`src/sv/gvsn_pkg.sv`:
```
`timescale 1ns / 1ps
`default_nettype none
// ----------------------------------------------------------------------------
// Grid vertex star package
// Shared widths, register indexes, the Freudenthal offset table and the
// request type handed from the index pipeline to the result sequencer.
// ----------------------------------------------------------------------------
package gvsn_pkg;

    localparam int STAR_SIZE     = 14;
    localparam int SLOT_W        = 4;
    localparam int IDX_W         = 30;
    localparam int CFG_W         = 11;
    localparam int REG_IDX_W     = 2;
    localparam int DEF_DIM_BITS  = 10;

    typedef enum logic [REG_IDX_W-1:0] {
        REG_DIM_X = 2'd0,
        REG_DIM_Y = 2'd1,
        REG_DIM_Z = 2'd2
    } cfg_reg_t;

    typedef enum logic [1:0] {
        OFF_NEG,
        OFF_ZERO,
        OFF_POS
    } off_t;

    typedef struct packed {
        off_t dx;
        off_t dy;
        off_t dz;
    } star_off_t;

    typedef struct packed {
        logic             vld;
        logic             nul;
        logic [STAR_SIZE-1:0] mask;
        logic [IDX_W-1:0] base_zm;
        logic [IDX_W-1:0] base_z0;
        logic [IDX_W-1:0] base_zp;
    } star_item_t;

    localparam off_t STAR_DX [STAR_SIZE] = '{
        OFF_NEG,  OFF_ZERO, OFF_NEG,  OFF_ZERO, OFF_NEG,  OFF_ZERO, OFF_NEG,
        OFF_POS,  OFF_ZERO, OFF_POS,  OFF_ZERO, OFF_POS,  OFF_ZERO, OFF_POS
    };
    localparam off_t STAR_DY [STAR_SIZE] = '{
        OFF_NEG,  OFF_NEG,  OFF_ZERO, OFF_ZERO, OFF_NEG,  OFF_NEG,  OFF_ZERO,
        OFF_ZERO, OFF_POS,  OFF_POS,  OFF_ZERO, OFF_ZERO, OFF_POS,  OFF_POS
    };
    localparam off_t STAR_DZ [STAR_SIZE] = '{
        OFF_NEG,  OFF_NEG,  OFF_NEG,  OFF_NEG,  OFF_ZERO, OFF_ZERO, OFF_ZERO,
        OFF_ZERO, OFF_ZERO, OFF_ZERO, OFF_POS,  OFF_POS,  OFF_POS,  OFF_POS
    };

    function automatic star_off_t star_offset(input logic [SLOT_W-1:0] slot);
        star_off_t res;
        res = '{dx: OFF_ZERO, dy: OFF_ZERO, dz: OFF_ZERO};
        if (slot < SLOT_W'(STAR_SIZE))
        begin
            res.dx = STAR_DX[slot];
            res.dy = STAR_DY[slot];
            res.dz = STAR_DZ[slot];
        end
        return res;
    endfunction

    function automatic logic off_ok(input off_t o, input logic lo_ok, input logic hi_ok);
        logic res;
        case (o)
            OFF_NEG:  res = lo_ok;
            OFF_POS:  res = hi_ok;
            default:  res = 1'b1;
        endcase
        return res;
    endfunction

endpackage
`default_nettype wire

```
`src/sv/gvsn_cfg.sv`:
```
`timescale 1ns / 1ps
`default_nettype none
// ----------------------------------------------------------------------------
// Grid vertex star configuration
// Holds the three dimension registers, clamps them to the supported range
// and keeps the registered plane and volume products used by the pipeline.
// ----------------------------------------------------------------------------
module gvsn_cfg #(
    parameter int DIM_BITS = gvsn_pkg::DEF_DIM_BITS,
    parameter int DMW      = (DIM_BITS < gvsn_pkg::CFG_W) ? DIM_BITS + 1 : gvsn_pkg::CFG_W
) (
    input  logic                             clk,
    input  logic                             rst_n,
    input  logic                             wr_en,
    input  logic [gvsn_pkg::REG_IDX_W-1:0]   wr_index,
    input  logic [gvsn_pkg::CFG_W-1:0]       wr_data,
    output logic [DMW-1:0]                   nx,
    output logic [DMW-1:0]                   ny,
    output logic [DMW-1:0]                   nz,
    output logic [2*DMW-1:0]                 plane,
    output logic [3*DMW-1:0]                 total,
    output logic                             settling
);

    localparam int CAP    = 1 << DIM_BITS;
    localparam int SETTLE = 2;

    logic [gvsn_pkg::CFG_W-1:0] dim_x_reg;
    logic [gvsn_pkg::CFG_W-1:0] dim_y_reg;
    logic [gvsn_pkg::CFG_W-1:0] dim_z_reg;
    logic [1:0]                 settle_reg;
    logic [1:0]                 settle_next;
    logic [2*DMW-1:0]           plane_reg;
    logic [3*DMW-1:0]           total_reg;

    function automatic logic [DMW-1:0] eff_dim(input logic [gvsn_pkg::CFG_W-1:0] d);
        logic [DMW-1:0] res;
        if (d == '0)
        begin
            res = DMW'(1);
        end
        else if (int'(d) > CAP)
        begin
            res = DMW'(CAP);
        end
        else
        begin
            res = DMW'(d);
        end
        return res;
    endfunction

    always_ff @(posedge clk or negedge rst_n)
    begin
        if (!rst_n)
        begin
            dim_x_reg  <= gvsn_pkg::CFG_W'(1);
            dim_y_reg  <= gvsn_pkg::CFG_W'(1);
            dim_z_reg  <= gvsn_pkg::CFG_W'(1);
            settle_reg <= 2'(SETTLE);
        end
        else
        begin
            settle_reg <= settle_next;
            if (wr_en)
            begin
                case (wr_index)
                    gvsn_pkg::REG_DIM_X: dim_x_reg <= wr_data;
                    gvsn_pkg::REG_DIM_Y: dim_y_reg <= wr_data;
                    gvsn_pkg::REG_DIM_Z: dim_z_reg <= wr_data;
                    default: ;
                endcase
            end
        end
    end

    always_comb
    begin
        if (wr_en)
        begin
            settle_next = 2'(SETTLE);
        end
        else if (settle_reg != 2'd0)
        begin
            settle_next = settle_reg - 2'd1;
        end
        else
        begin
            settle_next = settle_reg;
        end
    end

    assign nx = eff_dim(dim_x_reg);
    assign ny = eff_dim(dim_y_reg);
    assign nz = eff_dim(dim_z_reg);

    always_ff @(posedge clk)
    begin
        plane_reg <= (2*DMW)'(nx) * (2*DMW)'(ny);
        total_reg <= (3*DMW)'(plane_reg) * (3*DMW)'(nz);
    end

    assign plane    = plane_reg;
    assign total    = total_reg;
    assign settling = (settle_reg != 2'd0);

endmodule
`default_nettype wire

```
`src/sv/gvsn_div_stage.sv`:
```
`timescale 1ns / 1ps
`default_nettype none
// ----------------------------------------------------------------------------
// Grid vertex star division step
// One registered restoring division step: tries the shifted divisor against
// the partial remainder and sets one quotient bit. Stalls with the pipeline.
// ----------------------------------------------------------------------------
module gvsn_div_stage #(
    parameter int RW    = 30,
    parameter int DW    = 22,
    parameter int QW    = 10,
    parameter int SHIFT = 0,
    parameter int SW    = 31
) (
    input  logic          clk,
    input  logic          rst_n,
    input  logic          en,
    input  logic          in_vld,
    input  logic [RW-1:0] in_rem,
    input  logic [QW-1:0] in_quo,
    input  logic [SW-1:0] in_side,
    input  logic [DW-1:0] divisor,
    output logic          out_vld,
    output logic [RW-1:0] out_rem,
    output logic [QW-1:0] out_quo,
    output logic [SW-1:0] out_side
);

    localparam int TRW  = DW + SHIFT;
    localparam int CMPW = (TRW > RW) ? TRW : RW;

    logic [CMPW-1:0] rem_ext;
    logic [CMPW-1:0] trial;
    logic            ge;
    logic [RW-1:0]   rem_next;
    logic [QW-1:0]   quo_next;
    logic            vld_reg;
    logic [RW-1:0]   rem_reg;
    logic [QW-1:0]   quo_reg;
    logic [SW-1:0]   side_reg;

    always_comb
    begin
        rem_ext         = CMPW'(in_rem);
        trial           = CMPW'(divisor) << SHIFT;
        ge              = (rem_ext >= trial);
        rem_next        = ge ? RW'(rem_ext - trial) : in_rem;
        quo_next        = in_quo;
        quo_next[SHIFT] = ge;
    end

    always_ff @(posedge clk or negedge rst_n)
    begin
        if (!rst_n)
        begin
            vld_reg <= 1'b0;
        end
        else if (en)
        begin
            vld_reg <= in_vld;
        end
    end

    always_ff @(posedge clk)
    begin
        if (en)
        begin
            rem_reg  <= rem_next;
            quo_reg  <= quo_next;
            side_reg <= in_side;
        end
    end

    assign out_vld  = vld_reg;
    assign out_rem  = rem_reg;
    assign out_quo  = quo_reg;
    assign out_side = side_reg;

endmodule
`default_nettype wire

```
`src/sv/gvsn_emit.sv`:
```
`timescale 1ns / 1ps
`default_nettype none
// ----------------------------------------------------------------------------
// Grid vertex star result sequencer
// Walks the in-bounds offsets of one vertex, lowest slot first, and presents one
// neighbor index per cycle on registered result outputs; a null vertex gives one empty result.
// ----------------------------------------------------------------------------
module gvsn_emit (
    input  logic                               clk,
    input  logic                               rst_n,
    input  gvsn_pkg::star_item_t               item,
    input  logic [gvsn_pkg::IDX_W-1:0]         step_y,
    output logic                               ready,
    output logic                               strobe,
    output logic [gvsn_pkg::IDX_W-1:0]         neighbor_index,
    output logic [gvsn_pkg::SLOT_W-1:0]        neighbor_slot,
    output logic                               valid_res,
    output logic                               last
);

    logic                              active_reg;
    logic                              active_next;
    logic                              nul_reg;
    logic [gvsn_pkg::STAR_SIZE-1:0]    mask_reg;
    logic [gvsn_pkg::IDX_W-1:0]        bzm_reg;
    logic [gvsn_pkg::IDX_W-1:0]        bz0_reg;
    logic [gvsn_pkg::IDX_W-1:0]        bzp_reg;
    logic                              strobe_reg;
    logic [gvsn_pkg::IDX_W-1:0]        index_reg;
    logic [gvsn_pkg::SLOT_W-1:0]       slot_reg;
    logic                              valid_reg;
    logic                              last_reg;

    logic [gvsn_pkg::SLOT_W-1:0]       pick;
    logic [gvsn_pkg::STAR_SIZE-1:0]    rest;
    logic                              done_now;
    logic                              load;
    gvsn_pkg::star_off_t               off;
    logic [gvsn_pkg::IDX_W-1:0]        base;
    logic [gvsn_pkg::IDX_W-1:0]        term_y;
    logic [gvsn_pkg::IDX_W-1:0]        term_x;
    logic [gvsn_pkg::IDX_W-1:0]        sum;

    always_comb
    begin
        pick = '0;
        for (int i = gvsn_pkg::STAR_SIZE - 1; i >= 0; i--)
        begin
            if (mask_reg[i])
            begin
                pick = gvsn_pkg::SLOT_W'(i);
            end
        end
    end

    always_comb
    begin
        rest        = mask_reg & (mask_reg - gvsn_pkg::STAR_SIZE'(1));
        done_now    = active_reg && (nul_reg || (rest == '0));
        ready       = !active_reg || done_now;
        load        = item.vld && ready;
        active_next = load ? 1'b1 : (done_now ? 1'b0 : active_reg);
    end

    always_comb
    begin
        off = gvsn_pkg::star_offset(pick);
        case (off.dz)
            gvsn_pkg::OFF_NEG: base = bzm_reg;
            gvsn_pkg::OFF_POS: base = bzp_reg;
            default:           base = bz0_reg;
        endcase
        case (off.dy)
            gvsn_pkg::OFF_NEG: term_y = gvsn_pkg::IDX_W'(0) - step_y;
            gvsn_pkg::OFF_POS: term_y = step_y;
            default:           term_y = '0;
        endcase
        case (off.dx)
            gvsn_pkg::OFF_NEG: term_x = '1;
            gvsn_pkg::OFF_POS: term_x = gvsn_pkg::IDX_W'(1);
            default:           term_x = '0;
        endcase
        sum = base + term_y + term_x;
    end

    always_ff @(posedge clk or negedge rst_n)
    begin
        if (!rst_n)
        begin
            active_reg <= 1'b0;
            strobe_reg <= 1'b0;
        end
        else
        begin
            active_reg <= active_next;
            strobe_reg <= active_reg;
        end
    end

    always_ff @(posedge clk)
    begin
        if (load)
        begin
            nul_reg  <= item.nul;
            mask_reg <= item.mask;
            bzm_reg  <= item.base_zm;
            bz0_reg  <= item.base_z0;
            bzp_reg  <= item.base_zp;
        end
        else if (active_reg)
        begin
            mask_reg <= rest;
        end
        index_reg <= nul_reg ? '0 : sum;
        slot_reg  <= nul_reg ? '0 : pick;
        valid_reg <= !nul_reg;
        last_reg  <= done_now;
    end

    assign strobe         = strobe_reg;
    assign neighbor_index = index_reg;
    assign neighbor_slot  = slot_reg;
    assign valid_res      = valid_reg;
    assign last           = last_reg;

    a_null_is_last: assert property (@(posedge clk) disable iff (!rst_n)
        strobe_reg && !valid_reg |-> last_reg && (index_reg == '0) && (slot_reg == '0))
        else $error("empty result not marked last or not cleared");

    a_load_starts: assert property (@(posedge clk) disable iff (!rst_n)
        load |=> active_reg && !nul_reg == !$past(item.nul))
        else $error("request not taken by sequencer");

    a_more_follow: assert property (@(posedge clk) disable iff (!rst_n)
        active_reg && !done_now |=> strobe_reg && !last_reg && active_reg)
        else $error("sequence ended early");

    a_slot_range: assert property (@(posedge clk) disable iff (!rst_n)
        strobe_reg && valid_reg |-> slot_reg < gvsn_pkg::SLOT_W'(gvsn_pkg::STAR_SIZE))
        else $error("slot out of range");

endmodule
`default_nettype wire

```
`src/sv/grid_vertex_star_neighbors_core.sv`:
```
`timescale 1ns / 1ps
`default_nettype none
// ----------------------------------------------------------------------------
// Grid vertex star neighbors core
// Splits a linear vertex index into grid coordinates and lists the linear
// indices of its in-bounds Freudenthal star neighbors.
//
// Configure dim_x, dim_y and dim_z through wr_en, wr_index and wr_data while
// the block is idle. A request is taken at a clock edge where start is high
// and busy is low. Each result is shown for one cycle with strobe high;
// the final result of a vertex has last high. A vertex beyond the grid, or
// one with no neighbors, gives a single result with valid_res low.
// A request passes a range-check register, C stages of the z division, C
// stages of the y division and one stage of bounds masks, where C is
// DIM_BITS for DIM_BITS up to 10 and 11 above. A vertex with k in-bounds
// neighbors then gives max(k,1) results, up to 14, on the single result
// port, and results of successive vertices follow back to back. The
// pipeline freezes and busy rises while a prepared vertex waits for the
// occupied result sequencer. busy is also high after reset and after each
// register write, while the plane and volume products settle. Results
// cannot be held off.
// ----------------------------------------------------------------------------
module grid_vertex_star_neighbors_core #(
    parameter int DIM_BITS = gvsn_pkg::DEF_DIM_BITS
) (
    input  logic                               clk,
    input  logic                               rst_n,
    input  logic                               start,
    output logic                               busy,
    input  logic [gvsn_pkg::IDX_W-1:0]         vertex_index,
    input  logic                               wr_en,
    input  logic [gvsn_pkg::REG_IDX_W-1:0]     wr_index,
    input  logic [gvsn_pkg::CFG_W-1:0]         wr_data,
    output logic                               strobe,
    output logic [gvsn_pkg::IDX_W-1:0]         neighbor_index,
    output logic [gvsn_pkg::SLOT_W-1:0]        neighbor_slot,
    output logic                               valid_res,
    output logic                               last
);

    localparam int IW   = gvsn_pkg::IDX_W;
    localparam int DMW  = (DIM_BITS < gvsn_pkg::CFG_W) ? DIM_BITS + 1 : gvsn_pkg::CFG_W;
    localparam int CW   = (DIM_BITS < gvsn_pkg::CFG_W) ? DIM_BITS : gvsn_pkg::CFG_W;
    localparam int PW   = 2 * DMW;
    localparam int TW   = 3 * DMW;
    localparam int CMPW = (TW > IW) ? TW : IW;
    localparam int ZSW  = 1 + IW;
    localparam int YSW  = ZSW + CW;

    logic [DMW-1:0] nx;
    logic [DMW-1:0] ny;
    logic [DMW-1:0] nz;
    logic [PW-1:0]  plane;
    logic [TW-1:0]  total;
    logic           settling;

    logic           stall;
    logic           adv;
    logic           accept;
    logic           emit_ready;

    logic           s0_vld_reg;
    logic [IW-1:0]  s0_v_reg;
    logic           s0_oob_reg;

    logic           zv   [0:CW];
    logic [IW-1:0]  zrem [0:CW];
    logic [CW-1:0]  zquo [0:CW];
    logic [ZSW-1:0] zside[0:CW];

    logic           yv   [0:CW];
    logic [PW-1:0]  yrem [0:CW];
    logic [CW-1:0]  yquo [0:CW];
    logic [YSW-1:0] yside[0:CW];

    logic [CW-1:0]                   px;
    logic [CW-1:0]                   py;
    logic [CW-1:0]                   pz;
    logic [IW-1:0]                   pv;
    logic                            poob;
    logic [gvsn_pkg::STAR_SIZE-1:0]  pmask;
    gvsn_pkg::star_off_t             poff;
    gvsn_pkg::star_item_t            prep_next;
    gvsn_pkg::star_item_t            prep_reg;
    logic                            prep_vld_reg;
    gvsn_pkg::star_item_t            emit_item;

    gvsn_cfg #(
        .DIM_BITS (DIM_BITS),
        .DMW      (DMW)
    ) u_cfg (
        .clk      (clk),
        .rst_n    (rst_n),
        .wr_en    (wr_en),
        .wr_index (wr_index),
        .wr_data  (wr_data),
        .nx       (nx),
        .ny       (ny),
        .nz       (nz),
        .plane    (plane),
        .total    (total),
        .settling (settling)
    );

    assign stall  = prep_vld_reg && !emit_ready;
    assign adv    = !stall;
    assign busy   = stall || settling;
    assign accept = start && !busy;

    always_ff @(posedge clk or negedge rst_n)
    begin
        if (!rst_n)
        begin
            s0_vld_reg <= 1'b0;
        end
        else if (adv)
        begin
            s0_vld_reg <= accept;
        end
    end

    always_ff @(posedge clk)
    begin
        if (adv)
        begin
            s0_v_reg   <= vertex_index;
            s0_oob_reg <= (CMPW'(vertex_index) >= CMPW'(total));
        end
    end

    assign zv[0]    = s0_vld_reg;
    assign zrem[0]  = s0_v_reg;
    assign zquo[0]  = '0;
    assign zside[0] = {s0_oob_reg, s0_v_reg};

    for (genvar i = 0; i < CW; i++)
    begin : g_zdiv
        gvsn_div_stage #(
            .RW    (IW),
            .DW    (PW),
            .QW    (CW),
            .SHIFT (CW - 1 - i),
            .SW    (ZSW)
        ) u_stage (
            .clk      (clk),
            .rst_n    (rst_n),
            .en       (adv),
            .in_vld   (zv[i]),
            .in_rem   (zrem[i]),
            .in_quo   (zquo[i]),
            .in_side  (zside[i]),
            .divisor  (plane),
            .out_vld  (zv[i+1]),
            .out_rem  (zrem[i+1]),
            .out_quo  (zquo[i+1]),
            .out_side (zside[i+1])
        );
    end

    assign yv[0]    = zv[CW];
    assign yrem[0]  = PW'(zrem[CW]);
    assign yquo[0]  = '0;
    assign yside[0] = {zside[CW], zquo[CW]};

    for (genvar i = 0; i < CW; i++)
    begin : g_ydiv
        gvsn_div_stage #(
            .RW    (PW),
            .DW    (DMW),
            .QW    (CW),
            .SHIFT (CW - 1 - i),
            .SW    (YSW)
        ) u_stage (
            .clk      (clk),
            .rst_n    (rst_n),
            .en       (adv),
            .in_vld   (yv[i]),
            .in_rem   (yrem[i]),
            .in_quo   (yquo[i]),
            .in_side  (yside[i]),
            .divisor  (nx),
            .out_vld  (yv[i+1]),
            .out_rem  (yrem[i+1]),
            .out_quo  (yquo[i+1]),
            .out_side (yside[i+1])
        );
    end

    always_comb
    begin
        px   = CW'(yrem[CW]);
        py   = yquo[CW];
        pz   = yside[CW][CW-1:0];
        pv   = yside[CW][CW+IW-1:CW];
        poob = yside[CW][YSW-1];
        poff = '{dx: gvsn_pkg::OFF_ZERO, dy: gvsn_pkg::OFF_ZERO, dz: gvsn_pkg::OFF_ZERO};
        for (int s = 0; s < gvsn_pkg::STAR_SIZE; s++)
        begin
            poff     = gvsn_pkg::star_offset(gvsn_pkg::SLOT_W'(s));
            pmask[s] = gvsn_pkg::off_ok(poff.dx, px != '0, DMW'(px) != nx - DMW'(1))
                     & gvsn_pkg::off_ok(poff.dy, py != '0, DMW'(py) != ny - DMW'(1))
                     & gvsn_pkg::off_ok(poff.dz, pz != '0, DMW'(pz) != nz - DMW'(1));
        end
        prep_next.vld     = yv[CW];
        prep_next.nul     = poob || (pmask == '0);
        prep_next.mask    = pmask;
        prep_next.base_zm = pv - IW'(plane);
        prep_next.base_z0 = pv;
        prep_next.base_zp = pv + IW'(plane);
    end

    always_ff @(posedge clk or negedge rst_n)
    begin
        if (!rst_n)
        begin
            prep_vld_reg <= 1'b0;
        end
        else if (adv)
        begin
            prep_vld_reg <= yv[CW];
        end
    end

    always_ff @(posedge clk)
    begin
        if (adv)
        begin
            prep_reg <= prep_next;
        end
    end

    always_comb
    begin
        emit_item     = prep_reg;
        emit_item.vld = prep_vld_reg;
    end

    gvsn_emit u_emit (
        .clk            (clk),
        .rst_n          (rst_n),
        .item           (emit_item),
        .step_y         (IW'(nx)),
        .ready          (emit_ready),
        .strobe         (strobe),
        .neighbor_index (neighbor_index),
        .neighbor_slot  (neighbor_slot),
        .valid_res      (valid_res),
        .last           (last)
    );

endmodule
`default_nettype wire
```
`config.mk`:
```
export PLATFORM = sky130hd
export DESIGN_NAME = grid_vertex_star_neighbors_core
export DESIGN_NICKNAME = d
export VERILOG_FILES = /design/src/sv/gvsn_pkg.sv /design/src/sv/gvsn_cfg.sv /design/src/sv/gvsn_div_stage.sv /design/src/sv/gvsn_emit.sv /design/src/sv/grid_vertex_star_neighbors_core.sv
export SDC_FILE = /design/constraint.sdc
export NUM_CORES = 2
export LEC_CHECK = 0
export BUFFER_PORTS_ARGS = -buffer_cell sky130_fd_sc_hd__buf_2
export CORE_AREA = 10 10 550 552
export DETAILED_ROUTE_END_ITERATION = 7
export DIE_AREA = 0 0 560 562
export PLACE_DENSITY = 0.52
export SETUP_SLACK_MARGIN = 0.02
export SLEW_MARGIN = 20
export SYNTH_ARGS = -nofsm -noshare
export SYNTH_HDL_FRONTEND = slang
export SYNTH_HIERARCHICAL = 1
export SYNTH_SLANG_ARGS = --single-unit
```
`constraint.sdc`:
```
create_clock -name clk -period 88 [get_ports clk]
set_input_delay 8.8 -clock clk [delete_from_list [all_inputs] [get_ports clk]]
set_output_delay 8.8 -clock clk [all_outputs]
set_load 0.02 [all_outputs]
```
==> impl_metrics.env <==
export IMPL_die_h_um=562
export IMPL_hold_viol=0
export IMPL_worstPathMaxFanout=55
export IMPL_min_path_cells=0
export IMPL_worstSetupPathType="flip-flop to primary output"
export IMPL_numClockSinks=1720
export IMPL_die_width_um=560
export IMPL_drt_first_pass_iters=6
export IMPL_layout_drive_gt1_share_pct=10.10
export IMPL_clk_path_buf_depth=4
export IMPL_most_common_layout_cells="edfxtp_1 (1570), inv_1 (921), nand2_1 (706)"
export IMPL_clock_latency_ns=0.87
export IMPL_route_met3_wl_um=10310
export IMPL_cts_repair_resized=0
export IMPL_fin_crit_sh_pct=14.37
export IMPL_ant_nets=0
export IMPL_antenna_found_initial=10
export IMPL_wl_met2_um=118500
export IMPL_syn2layout_area_growth_pct=11.37
export IMPL_netlist_area_sq_mm=0.09747
export IMPL_hold_end="g_ydiv[8].u_stage/out_side[8]"
export IMPL_hp_class="flip-flop to flip-flop"
export IMPL_largest_reg_flops=410
export IMPL_synthCells=8269
export IMPL_cts_tree="done"
export IMPL_r2r_cells=20
export IMPL_drc=0
export IMPL_tns_ns=0
export IMPL_wl_per_cell_um=20.07
export IMPL_endpoint_kind="primary output"
export IMPL_avgViaCountPerCell=4.989
export IMPL_fin_worst_skew_ns=0.1033
export IMPL_holdWs_ns=0.3668
export IMPL_coreArea_sq_mm=0.2906
export IMPL_grt_max_degree=171
export IMPL_initialDrtViolationCount=4388
export IMPL_vias=62340
export IMPL_num_fill_cells=28060
export IMPL_postSynthAreaPerCell_sq_um=11.79
export IMPL_fmax_ghz=0.07909
export IMPL_cts_root_buf="clkbuf_16"
export IMPL_maxSlewViolCount=0
export IMPL_rrSetupSlack_ns=80.76
export IMPL_reg2reg_from="u_cfg/dim_x_reg[10]"
export IMPL_cts_buffers=193
export IMPL_holdBufCountCts=0
export IMPL_cap_violations=0
export IMPL_crit_required_ns=79.20
export IMPL_gp_congestion=0.8641
export IMPL_overflow=0
export IMPL_startpoint_type="flip-flop"
export IMPL_nets=9369
export IMPL_status="completed"
export IMPL_place_hpwl_um=181900
export IMPL_period_needed_ns=12.64
export IMPL_min_from="g_ydiv[7].u_stage/out_side[8]"
export IMPL_critPathArrivalTime_ns=3.84
export IMPL_final_common_cell="edfxtp_1"
export IMPL_m1WireLength_um=115400
export IMPL_top_layer="met4"
export IMPL_wl_um=250800
export IMPL_start_util_pct=33.54
export IMPL_worstMarginPinSlew_ns=1.085
export IMPL_yosys_warnings=6
export IMPL_post_cts_buffers=0
export IMPL_path_clk_slew_ns=0.06
export IMPL_relSlewSlack_pct=26.97
export IMPL_grt_pass1_vias=62870
export IMPL_num_rows=198
export IMPL_track_usage_pct=15.47
export IMPL_grt_pass1_wl_um=386000
export IMPL_rsz0062_at_grt="no"
export IMPL_ios=85
export IMPL_io_buffers=84
export IMPL_cts_max_level=4
export IMPL_reg2reg_to="u_cfg/plane[21]"
export IMPL_dieArea_sq_mm=0.3147
export IMPL_finalSetupViolations=0
==> critical path, stage by stage, from the launching register on <==
cell and delay [ns]:
edfxtp_1 0.50, nor4_4 0.38, nand2_2 0.13, or4_4 0.45, maj3_2 0.33, o21ai_2 0.13, a21oi_2 0.09, nand2_1 0.11
nand2b_4 0.63, nand2b_1 0.11, buf_2 0.19
==> per-layer routing <==
layer | GRT usage [%] | vias to the layer above
li1 | - | 29920
met1 | 21.01 | 30890
met2 | 25.98 | 1218
met3 | 2.193 | 321
met4 | 4.035 | 0
met5 | 0 | -
==> worst max-delay path by stage <==
stage	to	cells after the start	slack [ns]	start
6_report	busy	10	75.36	u_emit/mask_reg[7]
5_1_grt	busy	10	75.06	u_emit/mask_reg[7]
4_1_cts	busy	10	75.23	u_emit/mask_reg[7]
3_5_place_dp	busy	10	76.10	u_emit/mask_reg[2]
3_3_place_gp	busy	10	76.13	u_emit/mask_reg[2]
2_1_floorplan	busy	9	35.98	u_emit/mask_reg[7]
==> layout make-up <==
cell class | count | area [sq um] | share of cell area [%]
inverter | 938 | 3527 | 3.249
timing repair buffer | 173 | 1130 | 1.041
multi-input combinational | 5418 | 42410 | 39.07
antenna | 3 | 7.507 | 0.006916
clock inverter | 111 | 996.0 | 0.9175
tap | 3900 | 4880 | 4.495
clock buffer | 232 | 5155 | 4.749
sequential | 1720 | 50450 | 46.47
==> per-stage QoR <==
step	util, %	setup WS, ns	std cells	area [sq um]
finish	37.36	75.36	12500	108600
CTS	37.35	75.23	12490	108500
floorplan	-	35.98	8325	97680
global placement	35.23	76.13	12150	102400
global route	37.35	75.06	12490	108600
detailed placement	35.23	76.10	12150	102400
Power is not shown: default switching activity piles up to over one toggle a cycle in this logic, so the estimate is an artifact.
